[src/design/assert_macros.svh]
// Assertion helpers for the RTL.
`ifndef ASSERT_MACROS_SVH
`define ASSERT_MACROS_SVH
`ifndef ASSERT_OFF
`define ASSERT_IMPLIES(lbl, clk, rst_n, pre, post) \
    lbl: assert property (@(posedge clk) disable iff (!rst_n) (pre) |-> (post)) \
        else $error("assertion failed: implication does not hold");
`define ASSERT_NEVER(lbl, clk, rst_n, cond) \
    lbl: assert property (@(posedge clk) disable iff (!rst_n) !(cond)) \
        else $error("assertion failed: forbidden condition seen");
`else
`define ASSERT_IMPLIES(lbl, clk, rst_n, pre, post)
`define ASSERT_NEVER(lbl, clk, rst_n, cond)
`endif
`endif

[src/design/lr_pkg.sv]
`timescale 1ns / 1ps
`default_nettype none

package lr_pkg;

    localparam int COORD_BITS  = 6;
    localparam int CNT_BITS    = COORD_BITS + 1;
    localparam int ERR_BITS    = COORD_BITS + 3;
    localparam int COLOR_BITS  = 24;
    localparam int QUEUE_DEPTH = 2;
    localparam int QPTR_BITS   = (QUEUE_DEPTH > 1) ? $clog2(QUEUE_DEPTH) : 1;
    localparam int QCNT_BITS   = $clog2(QUEUE_DEPTH + 1);

    localparam logic [COLOR_BITS-1:0] COLOR_RESET = {COLOR_BITS{1'b1}};
    localparam logic [COORD_BITS-1:0] COORD_ONE   = COORD_BITS'(1);
    localparam logic [CNT_BITS-1:0]   CNT_ONE     = CNT_BITS'(1);

    typedef logic [COORD_BITS-1:0] coord_t;
    typedef logic [CNT_BITS-1:0]   count_t;
    typedef logic signed [ERR_BITS-1:0] err_t;

    // One classified segment, ready for the walker.
    typedef struct packed {
        coord_t start_x;
        coord_t start_y;
        logic   x_major;
        logic   dir_x_neg;
        logic   dir_y_neg;
        err_t   err_init;
        err_t   inc_pos;
        err_t   inc_neg;
        count_t count;
    } lr_cmd_t;

    typedef struct packed {
        logic full;
        logic empty;
    } lr_q_stat_t;

    typedef struct packed {
        logic busy;
        logic left_zero;
    } lr_back_stat_t;

    function automatic coord_t step_coord(input coord_t v, input logic neg);
        step_coord = neg ? (v - COORD_ONE) : (v + COORD_ONE);
    endfunction

endpackage

`default_nettype wire

[src/design/lr_seg_if.sv]
`timescale 1ns / 1ps
`default_nettype none

interface lr_seg_if;
    logic               valid;
    logic               ready;
    lr_pkg::coord_t     start_x;
    lr_pkg::coord_t     start_y;
    lr_pkg::coord_t     end_x;
    lr_pkg::coord_t     end_y;

    modport source (output valid, start_x, start_y, end_x, end_y, input ready);
    modport sink   (input valid, start_x, start_y, end_x, end_y, output ready);
endinterface

`default_nettype wire

[src/design/lr_pix_if.sv]
`timescale 1ns / 1ps
`default_nettype none

interface lr_pix_if;
    logic                              valid;
    logic                              ready;
    lr_pkg::coord_t                    pixel_x;
    lr_pkg::coord_t                    pixel_y;
    logic [lr_pkg::COLOR_BITS-1:0]     pixel_color;
    logic                              last_pixel;

    modport source (output valid, pixel_x, pixel_y, pixel_color, last_pixel, input ready);
    modport sink   (input valid, pixel_x, pixel_y, pixel_color, last_pixel, output ready);
endinterface

`default_nettype wire

[src/design/lr_cfg_if.sv]
`timescale 1ns / 1ps
`default_nettype none

interface lr_cfg_if;
    logic                          valid;
    logic                          ready;
    logic [lr_pkg::COLOR_BITS-1:0] draw_color;

    modport source (output valid, draw_color, input ready);
    modport sink   (input valid, draw_color, output ready);
endinterface

`default_nettype wire

[src/design/lr_front.sv]
`timescale 1ns / 1ps
`default_nettype none

module lr_front (
    input  logic            clk,
    input  logic            rst_n,
    lr_seg_if.sink          seg,
    output lr_pkg::lr_cmd_t cmd,
    output logic            cmd_valid,
    input  logic            cmd_ready
);
    import lr_pkg::*;

    lr_cmd_t cmd_reg;
    lr_cmd_t cmd_next;
    logic    cmd_valid_reg;
    logic    cmd_valid_next;
    logic    accept;

    coord_t  dx;
    coord_t  dy;
    coord_t  dmaj;
    coord_t  dmin;
    logic    x_major;

    assign seg.ready = !cmd_valid_reg || cmd_ready;
    assign accept    = seg.valid && seg.ready;
    assign cmd       = cmd_reg;
    assign cmd_valid = cmd_valid_reg;

    always_comb
    begin
        dx      = (seg.start_x >= seg.end_x) ? (seg.start_x - seg.end_x)
                                             : (seg.end_x - seg.start_x);
        dy      = (seg.start_y >= seg.end_y) ? (seg.start_y - seg.end_y)
                                             : (seg.end_y - seg.start_y);
        x_major = (dy <= dx);
        dmaj    = x_major ? dx : dy;
        dmin    = x_major ? dy : dx;

        cmd_next.start_x   = seg.start_x;
        cmd_next.start_y   = seg.start_y;
        cmd_next.x_major   = x_major;
        cmd_next.dir_x_neg = !(seg.start_x < seg.end_x);
        cmd_next.dir_y_neg = !(seg.start_y < seg.end_y);
        cmd_next.inc_pos   = ERR_BITS'({dmin, 1'b0});
        cmd_next.err_init  = ERR_BITS'({dmin, 1'b0}) - ERR_BITS'(dmaj);
        cmd_next.inc_neg   = ERR_BITS'({dmin, 1'b0}) - ERR_BITS'({dmaj, 1'b0});
        cmd_next.count     = CNT_BITS'(dmaj) + CNT_ONE;

        cmd_valid_next = accept ? 1'b1 : (cmd_ready ? 1'b0 : cmd_valid_reg);
    end

    always_ff @(posedge clk or negedge rst_n)
    begin
        if (!rst_n)
        begin
            cmd_valid_reg <= 1'b0;
        end
        else
        begin
            cmd_valid_reg <= cmd_valid_next;
        end
    end

    always_ff @(posedge clk)
    begin
        if (accept)
        begin
            cmd_reg <= cmd_next;
        end
    end

endmodule

`default_nettype wire

[src/design/lr_queue.sv]
`timescale 1ns / 1ps
`default_nettype none

module lr_queue (
    input  logic               clk,
    input  logic               rst_n,
    input  lr_pkg::lr_cmd_t    push_data,
    input  logic               push,
    input  logic               pop,
    output lr_pkg::lr_cmd_t    head,
    output lr_pkg::lr_q_stat_t stat
);
    import lr_pkg::*;

    localparam logic [QPTR_BITS-1:0] PTR_LAST = QPTR_BITS'(QUEUE_DEPTH - 1);
    localparam logic [QCNT_BITS-1:0] CNT_FULL = QCNT_BITS'(QUEUE_DEPTH);

    lr_cmd_t               mem [QUEUE_DEPTH];
    logic [QPTR_BITS-1:0]  wr_ptr_reg;
    logic [QPTR_BITS-1:0]  wr_ptr_next;
    logic [QPTR_BITS-1:0]  rd_ptr_reg;
    logic [QPTR_BITS-1:0]  rd_ptr_next;
    logic [QCNT_BITS-1:0]  cnt_reg;
    logic [QCNT_BITS-1:0]  cnt_next;
    logic                  do_push;
    logic                  do_pop;

    assign stat.full  = (cnt_reg == CNT_FULL);
    assign stat.empty = (cnt_reg == '0);
    assign do_push    = push && !stat.full;
    assign do_pop     = pop && !stat.empty;
    assign head       = mem[rd_ptr_reg];

    always_comb
    begin
        wr_ptr_next = wr_ptr_reg;
        rd_ptr_next = rd_ptr_reg;
        cnt_next    = cnt_reg;
        if (do_push)
        begin
            wr_ptr_next = (wr_ptr_reg == PTR_LAST) ? '0 : wr_ptr_reg + QPTR_BITS'(1);
        end
        if (do_pop)
        begin
            rd_ptr_next = (rd_ptr_reg == PTR_LAST) ? '0 : rd_ptr_reg + QPTR_BITS'(1);
        end
        case ({do_push, do_pop})
            2'b10:   cnt_next = cnt_reg + QCNT_BITS'(1);
            2'b01:   cnt_next = cnt_reg - QCNT_BITS'(1);
            default: cnt_next = cnt_reg;
        endcase
    end

    always_ff @(posedge clk or negedge rst_n)
    begin
        if (!rst_n)
        begin
            wr_ptr_reg <= '0;
            rd_ptr_reg <= '0;
            cnt_reg    <= '0;
        end
        else
        begin
            wr_ptr_reg <= wr_ptr_next;
            rd_ptr_reg <= rd_ptr_next;
            cnt_reg    <= cnt_next;
        end
    end

    always_ff @(posedge clk)
    begin
        if (do_push)
        begin
            mem[wr_ptr_reg] <= push_data;
        end
    end

endmodule

`default_nettype wire

[src/design/lr_back.sv]
`timescale 1ns / 1ps
`default_nettype none

module lr_back (
    input  logic                          clk,
    input  logic                          rst_n,
    input  lr_pkg::lr_cmd_t               cmd,
    input  logic                          cmd_valid,
    output logic                          cmd_pop,
    input  logic [lr_pkg::COLOR_BITS-1:0] color,
    lr_pix_if.source                      pixel,
    output lr_pkg::lr_back_stat_t         stat
);
    import lr_pkg::*;

    logic   busy_reg, busy_next;
    logic   out_valid_reg, out_valid_next;
    coord_t walk_x_reg, walk_x_next;
    coord_t walk_y_reg, walk_y_next;
    err_t   err_reg, err_next;
    err_t   inc_pos_reg, inc_pos_next;
    err_t   inc_neg_reg, inc_neg_next;
    count_t left_reg, left_next;
    logic   x_major_reg, x_major_next;
    logic   dir_x_reg, dir_x_next;
    logic   dir_y_reg, dir_y_next;

    coord_t                  px_x_reg, px_x_next;
    coord_t                  px_y_reg, px_y_next;
    logic [COLOR_BITS-1:0]   px_color_reg, px_color_next;
    logic                    px_last_reg, px_last_next;

    logic   load;
    logic   emit;
    logic   err_pos;
    logic   is_last;

    assign load    = !busy_reg && cmd_valid;
    assign emit    = busy_reg && (!out_valid_reg || pixel.ready);
    assign cmd_pop = load;
    assign err_pos = !err_reg[ERR_BITS-1] && (err_reg != '0);
    assign is_last = (left_reg == CNT_ONE);

    assign pixel.valid       = out_valid_reg;
    assign pixel.pixel_x     = px_x_reg;
    assign pixel.pixel_y     = px_y_reg;
    assign pixel.pixel_color = px_color_reg;
    assign pixel.last_pixel  = px_last_reg;

    assign stat.busy      = busy_reg;
    assign stat.left_zero = (left_reg == '0);

    always_comb
    begin
        busy_next     = busy_reg;
        walk_x_next   = walk_x_reg;
        walk_y_next   = walk_y_reg;
        err_next      = err_reg;
        inc_pos_next  = inc_pos_reg;
        inc_neg_next  = inc_neg_reg;
        left_next     = left_reg;
        x_major_next  = x_major_reg;
        dir_x_next    = dir_x_reg;
        dir_y_next    = dir_y_reg;
        px_x_next     = px_x_reg;
        px_y_next     = px_y_reg;
        px_color_next = px_color_reg;
        px_last_next  = px_last_reg;

        out_valid_next = emit ? 1'b1 : (pixel.ready ? 1'b0 : out_valid_reg);

        if (load)
        begin
            busy_next    = 1'b1;
            walk_x_next  = cmd.start_x;
            walk_y_next  = cmd.start_y;
            err_next     = cmd.err_init;
            inc_pos_next = cmd.inc_pos;
            inc_neg_next = cmd.inc_neg;
            left_next    = cmd.count;
            x_major_next = cmd.x_major;
            dir_x_next   = cmd.dir_x_neg;
            dir_y_next   = cmd.dir_y_neg;
        end
        else if (emit)
        begin
            px_x_next     = walk_x_reg;
            px_y_next     = walk_y_reg;
            px_color_next = color;
            px_last_next  = is_last;
            left_next     = left_reg - CNT_ONE;
            if (is_last)
            begin
                busy_next = 1'b0;
            end
            else
            begin
                err_next = err_reg + (err_pos ? inc_neg_reg : inc_pos_reg);
                if (x_major_reg)
                begin
                    walk_x_next = step_coord(walk_x_reg, dir_x_reg);
                    if (err_pos)
                    begin
                        walk_y_next = step_coord(walk_y_reg, dir_y_reg);
                    end
                end
                else
                begin
                    walk_y_next = step_coord(walk_y_reg, dir_y_reg);
                    if (err_pos)
                    begin
                        walk_x_next = step_coord(walk_x_reg, dir_x_reg);
                    end
                end
            end
        end
    end

    always_ff @(posedge clk or negedge rst_n)
    begin
        if (!rst_n)
        begin
            busy_reg      <= 1'b0;
            out_valid_reg <= 1'b0;
            left_reg      <= '0;
        end
        else
        begin
            busy_reg      <= busy_next;
            out_valid_reg <= out_valid_next;
            left_reg      <= left_next;
        end
    end

    always_ff @(posedge clk)
    begin
        walk_x_reg   <= walk_x_next;
        walk_y_reg   <= walk_y_next;
        err_reg      <= err_next;
        inc_pos_reg  <= inc_pos_next;
        inc_neg_reg  <= inc_neg_next;
        x_major_reg  <= x_major_next;
        dir_x_reg    <= dir_x_next;
        dir_y_reg    <= dir_y_next;
        px_x_reg     <= px_x_next;
        px_y_reg     <= px_y_next;
        px_color_reg <= px_color_next;
        px_last_reg  <= px_last_next;
    end

endmodule

`default_nettype wire

[src/design/line_rasterizer_top.sv]
// A segment is registered in the front end, written to the queue, loaded by the walker
// and then registered as its first pixel. Throughput: dmajor+1 pixels per segment, one
// per cycle while pixel.ready allows; the walker loads the next segment only after the
// last pixel of this one. The rate is set by the single Bresenham step unit in the walker.
// Reset (rst_n, async, active low) empties the queue and stages; draw_color resets to white.
`timescale 1ns / 1ps
`default_nettype none
`include "assert_macros.svh"

module line_rasterizer_top (
    input  logic     clk,
    input  logic     rst_n,
    lr_seg_if.sink   seg,
    lr_pix_if.source pixel,
    lr_cfg_if.sink   cfg
);
    import lr_pkg::*;

    logic [COLOR_BITS-1:0] color_reg;
    logic [COLOR_BITS-1:0] color_next;

    lr_cmd_t       front_cmd;
    logic          front_valid;
    logic          q_ready;
    lr_cmd_t       q_head;
    lr_q_stat_t    q_stat;
    logic          q_pop;
    lr_back_stat_t bk_stat;

    assign cfg.ready  = 1'b1;
    assign color_next = (cfg.valid && cfg.ready) ? cfg.draw_color : color_reg;
    assign q_ready    = !q_stat.full;

    always_ff @(posedge clk or negedge rst_n)
    begin
        if (!rst_n)
        begin
            color_reg <= COLOR_RESET;
        end
        else
        begin
            color_reg <= color_next;
        end
    end

    lr_front u_front (
        .clk       (clk),
        .rst_n     (rst_n),
        .seg       (seg),
        .cmd       (front_cmd),
        .cmd_valid (front_valid),
        .cmd_ready (q_ready)
    );

    lr_queue u_queue (
        .clk       (clk),
        .rst_n     (rst_n),
        .push_data (front_cmd),
        .push      (front_valid),
        .pop       (q_pop),
        .head      (q_head),
        .stat      (q_stat)
    );

    lr_back u_back (
        .clk       (clk),
        .rst_n     (rst_n),
        .cmd       (q_head),
        .cmd_valid (!q_stat.empty),
        .cmd_pop   (q_pop),
        .color     (color_reg),
        .pixel     (pixel),
        .stat      (bk_stat)
    );

    `ASSERT_NEVER(a_no_pop_empty, clk, rst_n, q_pop && q_stat.empty)
    `ASSERT_IMPLIES(a_busy_has_pixels, clk, rst_n, bk_stat.busy, !bk_stat.left_zero)
    `ASSERT_IMPLIES(a_busy_from_queue, clk, rst_n, $rose(bk_stat.busy), $past(!q_stat.empty))
    `ASSERT_IMPLIES(a_last_ends_walk, clk, rst_n, bk_stat.busy && pixel.valid && pixel.last_pixel && $rose(pixel.valid), $past(bk_stat.busy))

endmodule

`default_nettype wire
[src/flat_wrapper.sv]
// flat-port wrapper written by rule: the top's interface ports become plain ports
module line_rasterizer_top_flat import lr_pkg::*;
  (clk, rst_n, seg_valid, seg_start_x, seg_start_y, seg_end_x, seg_end_y, seg_ready, pixel_valid, pixel_pixel_x, pixel_pixel_y, pixel_pixel_color, pixel_last_pixel, pixel_ready, cfg_valid, cfg_draw_color, cfg_ready);
  lr_seg_if seg_i ();
  lr_pix_if pixel_i ();
  lr_cfg_if cfg_i ();
  input  logic clk;
  input  logic rst_n;
  input wire logic [$bits(seg_i.valid)-1:0] seg_valid;
  input wire logic [$bits(seg_i.start_x)-1:0] seg_start_x;
  input wire logic [$bits(seg_i.start_y)-1:0] seg_start_y;
  input wire logic [$bits(seg_i.end_x)-1:0] seg_end_x;
  input wire logic [$bits(seg_i.end_y)-1:0] seg_end_y;
  output wire logic [$bits(seg_i.ready)-1:0] seg_ready;
  output wire logic [$bits(pixel_i.valid)-1:0] pixel_valid;
  output wire logic [$bits(pixel_i.pixel_x)-1:0] pixel_pixel_x;
  output wire logic [$bits(pixel_i.pixel_y)-1:0] pixel_pixel_y;
  output wire logic [$bits(pixel_i.pixel_color)-1:0] pixel_pixel_color;
  output wire logic [$bits(pixel_i.last_pixel)-1:0] pixel_last_pixel;
  input wire logic [$bits(pixel_i.ready)-1:0] pixel_ready;
  input wire logic [$bits(cfg_i.valid)-1:0] cfg_valid;
  input wire logic [$bits(cfg_i.draw_color)-1:0] cfg_draw_color;
  output wire logic [$bits(cfg_i.ready)-1:0] cfg_ready;
  assign seg_i.valid = seg_valid;
  assign seg_i.start_x = seg_start_x;
  assign seg_i.start_y = seg_start_y;
  assign seg_i.end_x = seg_end_x;
  assign seg_i.end_y = seg_end_y;
  assign seg_ready = seg_i.ready;
  assign pixel_valid = pixel_i.valid;
  assign pixel_pixel_x = pixel_i.pixel_x;
  assign pixel_pixel_y = pixel_i.pixel_y;
  assign pixel_pixel_color = pixel_i.pixel_color;
  assign pixel_last_pixel = pixel_i.last_pixel;
  assign pixel_i.ready = pixel_ready;
  assign cfg_i.valid = cfg_valid;
  assign cfg_i.draw_color = cfg_draw_color;
  assign cfg_ready = cfg_i.ready;
  line_rasterizer_top u_core (.clk(clk), .rst_n(rst_n), .seg(seg_i), .pixel(pixel_i), .cfg(cfg_i));
endmodule
[config.mk]
export PLATFORM = sky130hd
export DESIGN_NAME = line_rasterizer_top_flat
export DESIGN_NICKNAME = d
export VERILOG_FILES = /design/src/design/lr_pkg.sv /design/src/design/lr_seg_if.sv /design/src/design/lr_pix_if.sv /design/src/design/lr_cfg_if.sv /design/src/design/lr_front.sv /design/src/design/lr_queue.sv /design/src/design/lr_back.sv /design/src/design/line_rasterizer_top.sv /design/src/flat_wrapper.sv
export VERILOG_INCLUDE_DIRS = /design/src /design/src/design
export SDC_FILE = /design/constraint.sdc
export NUM_CORES = 1
export LEC_CHECK = 0
export BUFFER_PORTS_ARGS = -buffer_cell sky130_fd_sc_hd__buf_2
export CORE_MARGIN = 1.5
export CORE_UTILIZATION = 64
export CTS_BUF_LIST = sky130_fd_sc_hd__clkbuf_4 sky130_fd_sc_hd__clkbuf_8 sky130_fd_sc_hd__clkbuf_16
export CTS_CLUSTER_DIAMETER = 200
export DETAILED_ROUTE_END_ITERATION = 12
export PLACE_DENSITY = 0.95
export SETUP_SLACK_MARGIN = 0.4
export SYNTH_ARGS = -nofsm -noshare
export SYNTH_HDL_FRONTEND = slang
export SYNTH_SLANG_ARGS = --single-unit
[constraint.sdc]
create_clock -name clk -period 4.9 [get_ports clk]
set_input_delay 0.245 -clock clk [delete_from_list [all_inputs] [get_ports clk]]
set_output_delay 0.245 -clock clk [all_outputs]
set_load 0.05 [all_outputs]
[Word-level counts from Yosys, hierarchy flattened]
Memory sizes are Yosys's and may differ from the RTL's.
Index checks and enable logic that the tools add are counted.
Storage, ports and cells
  register bits after elaboration: 163
  bits of input ports: 53
  word-level logic and storage cells: 122
  memories: 1
  RAM bits: 92
Memories
  u_core.u_queue.mem: depth 2, width 46, rd ports 1, clocked after Yosys merged registers in 0, write ports 1, line lr_queue.sv:18  | lr_cmd_t mem [QUEUE_DEPTH];
Operators by class
  bitwise gates (word level): 1
  add/subtract/negate cells: 17
  multiplexer cells: 34
  $lt $le $gt $ge: 5
  reductions and logical operators: 28
  eq/ne operators: 7
Operators by type and width (count)
  $mux W6: 16
  $mux W9: 4
  $sub A6 B6 Y6: 4
  $mux W7: 2
  $add A6 B1 Y6 const B: 2
  $ge A6 B6 Y1: 2
  $lt A6 B6 Y1: 2
  $sub A6 B1 Y6 const B: 2
  $mux W1: 11
  $add A9 B9 Y9: 1
  $reduce_bool A9 Y1: 1
  $logic_not A1 Y1: 8
  $reduce_bool A2 Y1: 4
  $sub A7 B6 Y8: 1
  $sub A7 B7 Y8: 1
  $add A6 B1 Y7 const B: 1
  $eq A7 B1 Y1 const B: 1
  $sub A7 B1 Y7 const B: 1
  $le A6 B6 Y1: 1
  $logic_and A1 B1 Y1: 6
  $reduce_and A2 Y1: 3
  $reduce_and A3 Y1: 2
  $eq A2 B2 Y1 const B: 2
  $ne A2 B2 Y1 const B: 2
  10 further kinds: 12

[Depth between registers and ports, before layout]
  depth after elaboration: 7
  depth in mapped cells: 29
  mapped depth without buffers: 26

[By module]
From an unflattened synthesis, not the netlist that was laid out.
Second synthesis, totals
  cell total of the unflattened synthesis: 834
  area total of the unflattened synthesis: 12403.1 um2
By module, submodules not included
  lr_queue: cells each 171, area each 3986.3 um2, times used 1, sequential area each 3042.9 um2
  lr_back: cells each 287, area each 3916.3 um2, times used 1, sequential area each 2597.5 um2
  lr_front: cells each 321, area each 3454.6 um2, times used 1, sequential area each 1316.3 um2
  line_rasterizer_top: cells each 55, area each 1046.0 um2, times used 1, sequential area each 630.6 um2

[Worst setup path after synthesis]
OpenSTA, ideal clock, no wires.
  path type: input to register
  from: in seg_start_y[0]
  to: reg u_core.u_front.cmd_reg, in the netlist u_core.u_front.cmd[31] (data pin)
  cell stages on the path: 28
  buffers on the path: 2
  path slack: -0.140 ns
  arrival: 4.772 ns
  path through: inv_1 -> ha_1 -> inv_1 -> fa_1 -> a211o_1 -> and3_1 -> nor2_4 -> a311oi_1 -> a31oi_1 -> xnor2_1 -> inv_1 -> ha_1 -> clkbuf_1 -> nand4_1 -> a21oi_1 -> o32a_2 -> inv_2 -> buf_2 -> mux2i_1 -> inv_1 -> ha_1 -> nor2b_1 -> o21ai_0 -> nand2b_1 -> nor3_1 -> o31ai_1 -> a21oi_1 -> xor2_1
RTL lines
  start, declared: line flat_wrapper.sv:11  | input wire logic [$bits(seg_i.start_y)-1:0] seg_start_y;
  end signal, assigned: line lr_front.sv:70  | cmd_reg <= cmd_next;
  end, declared: line lr_front.sv:14  | lr_cmd_t cmd_reg;

==> flow_summary.rst <==
.. list-table::
   :header-rows: 1

   * - Metric
     - Value
   * - WL per Instance
     - 22.6 µm
   * - Final Slew Violations
     - 0
   * - Maximum achievable frequency
     - 215 MHz
   * - Max IR drop VDD
     - 0.408 mV
   * - Kind of critical path
     - in -> reg
   * - GP Congestion
     - 0.911
   * - Worst clock skew
     - 35.3 ps
   * - Detailed Routing Iterations Pass 1
     - 5
   * - Type of origin of the critical path
     - input pin
   * - RSZ-0062 raised after global routing
     - yes
   * - Relative max-transition margin
     - 24.1%
   * - Total number of nets in the final design
     - 1069
   * - Via count of the first global-routing pass
     - 7471
   * - Fillers
     - 803
   * - Maximum level of the CTS H-tree
     - 1
   * - Number of primary I/O pins
     - 93
   * - Number of synthesized flops with an enable pin
     - 203
   * - DR vias
     - 7313
   * - Number of flip-flops in the largest register
     - 86
   * - Die Y-Extent
     - 135 µm
   * - Maximum number of pins on one net before global-route repair
     - 44
   * - # setup viols final
     - 0
   * - Avg Vias per Cell
     - 6.12
   * - Placement Cell Area
     - 12000 µm²
   * - Slew at the pin closest to its max-slew limit
     - 1130 ps
   * - Worst EP required
     - 5130 ps
   * - Final number of hold-violating endpoints
     - 1
   * - Global-route wire length before repair
     - 40100 µm
   * - Post-Synthesis Cell Area
     - 11100 µm²
   * - Async S/R FF share, synth
     - 15.8%
   * - Critical path arrival
     - 4890 ps
   * - GR Overflow Total
     - 0
   * - Cell chosen for the clock root
     - clkbuf_16
   * - TritonCTS clock tree
     - done
   * - Summed area of non-filler cells in the final layout
     - 13400 µm²
   * - Total power per unit cell area
     - 651 nW/µm²
   * - Overall power
     - 0.00876 W
   * - Largest fanout on the critical path
     - 7
   * - Number of rows created at floorplan
     - 47
   * - Post-synth cell types
     - 70
   * - Commonest cells after routing, fill and taps aside
     - edfxtp_1 (203), buf_2 (90), inv_1 (58), mux2_2 (48)
   * - Number of antenna violations at the first check in global routing
     - 0
   * - Portion of the post-synthesis area used by sequential elements
     - 63.7%
   * - CP Capture Type
     - register
   * - Detail Route Antenna Nets
     - 0
   * - Clock latency of the later-clocked register in the worst-skew pair
     - 540 ps
   * - Share of cells above drive strength 1
     - 30.5%
   * - Die area
     - 18100 µm²
   * - CTS clock-pin slew for the worst setup and hold paths
     - 60 ps
   * - Most common cell after layout, fill and taps aside
     - edfxtp_1
   * - Count of input and output buffers
     - 91
   * - Cts bufs inserted
     - 25
   * - Failing checks
     - hold timing
   * - Detailed router's first-iteration violation count
     - 753
   * - Worst hold margin
     - -1.99 ps
   * - Count of yosys warnings during synthesis
     - 0
   * - Synthesized flop and latch total
     - 241
   * - Static power due to leakage
     - 5.30 nW
   * - Global-route usage over all layers
     - 29.3%
   * - Most used flip-flop cell after synthesis
     - edfxtp_1
   * - Final period utilization
     - 95.0%
   * - Number of antenna diodes
     - 0
   * - Count of unresolved DRC violations after routing
     - 0
   * - DP Wirelength
     - 16300 µm
   * - Number of standard cells after synthesis
     - 793
   * - Post-synth net total
     - 906
   * - Final Critical Period
     - 4650 ps
   * - Area Overhead vs Synth
     - 21.1%
   * - Core Region
     - 16800 µm²
   * - Overall routed net length
     - 27000 µm
   * - Number of sinks driven by the clock tree
     - 241
   * - Worst min-delay path class
     - in -> reg
   * - Maximum capacitance violations
     - 0
   * - Maximum buffer depth of the clock tree
     - 3
   * - Starting Density
     - 66.2%
   * - Average cell area after synthesis
     - 14.0 µm²
   * - Result of the run
     - complete, but fails checks
   * - Die Span X
     - 135 µm
## synthesized netlist by cell type, types with 22 or more instances
library cell	n	area (µm²)
edfxtp_1	203	6100
xnor2_1	29	254
a21oi_1	47	235
inv_1	63	236
mux2_2	48	541
o21ai_0	25	125
nand2_1	22	82.6
mux2i_1	26	260
ha_1	52	651
nor2_1	33	124
dfstp_2	24	631
## repair_timing
action / 4_1_cts / 5_1_grt
setup endpoints to repair: 3 / 7
hold buffers: 36 / 1
buffers inserted: 0 / 11
hold endpoints to repair: 49 / 1
resized for setup: 1 / 40
pin swaps: 0 / 22
## layer usage
layer / track usage, % / part of all wire (%) / routed length (µm)
met4: 16.6 / 5.2 / 1400
met3: 4.65 / 7.6 / 2050
met1: 33.9 / 35 / 9570
met5: 0 / 0 / 0
met2: 52.0 / 52 / 14000
## final timing paths
| check | from | to | slack, ps | cells after the start |
|---|---|---|---|---|
| max in group asynchronous | rst_n | u_core.u_queue.rd_ptr_reg$_DFFE_PN0P_ | 3960 | 2 |
| min | cfg_draw_color[0] | u_core.color_reg[0]$_DFFE_PN1P_ | -2 | 2 |
| min reg2reg | u_core.u_front.cmd[13]$_DFFE_PP_ | u_core.u_queue.mem[1][13]$_DFFE_PP_ | 450 | 0 |
| min in group asynchronous | rst_n | u_core.u_queue.wr_ptr_reg$_DFFE_PN0P_ | 360 | 2 |
| max | seg_start_y[0] | u_core.u_front.cmd[31]$_DFFE_PP_ | 250 | 26 |
| max reg2reg | u_core.u_back.err_reg[2]$_DFFE_PP_ | u_core.u_back.err_reg[8]$_DFFE_PP_ | 1650 | 13 |
## stage by stage
step	utilization [%]	TNS [ps]	cells	setup WS [ps]
CTS	78.6	0	1183	411
global route	80.2	0	1195	75.8
finish	80.2	0	1195	246
global placement	71.4	0	1101	49.6
detailed placement	71.4	-326	1101	-169
floorplan	-	0	793	233
## critical path: stages
cell      delay (ps)
buf_8            100
clkinv_4          40
ha_4             120
inv_2             40
fa_2             370
a211o_1          330
and3_4           170
buf_4            140
nor4_1           300
a311oi_2         140
inv_1            110
ha_1             300
nand4_1          170
a21oi_1           60
o32a_2           400
clkinv_4         120
mux2i_4          250
inv_2             70
ha_4             260
nor2b_2          150
o21ai_1          150
nand2b_1         150
nor3_2           230
o31ai_1          110
a21oi_1          250
xor2_1           100
## cell families after synthesis
group | count (synthesis) | share of synthesized area, %
compound gates | 147 | 8.62
xor+xnor | 41 | 3.23
fa+ha+maj | 61 | 7.40
buf+inv | 92 | 3.29
flops | 241 | 63.7
mux | 74 | 7.21
other cells | 1 | 0.0338
simple gates | 136 | 6.46
## cell type report
class | count | area (µm²) | area share (%)
Tap cell | 220 | 275 | 2.05
Timing Repair Buffer | 160 | 1080 | 8.06
Sequential cell | 241 | 7080 | 52.7
Clock inverter | 7 | 60.1 | 0.447
Multi-Input combinational cell | 460 | 3890 | 29.0
Inverter | 68 | 265 | 1.97
Clock buffer | 39 | 786 | 5.85
## where the power goes
group / internal, W / total [W] / switching [W] / leakage (nW)
combinational: 0.00133 / 0.00330 / 0.00198 / 2.54
sequential: 0.00319 / 0.00355 / 0.000358 / 2.34
clock: 0.00112 / 0.00191 / 0.000789 / 0.423
total: 0.00563 / 0.00876 / 0.00312 / 5.30
(Power assumes the default switching activity.)
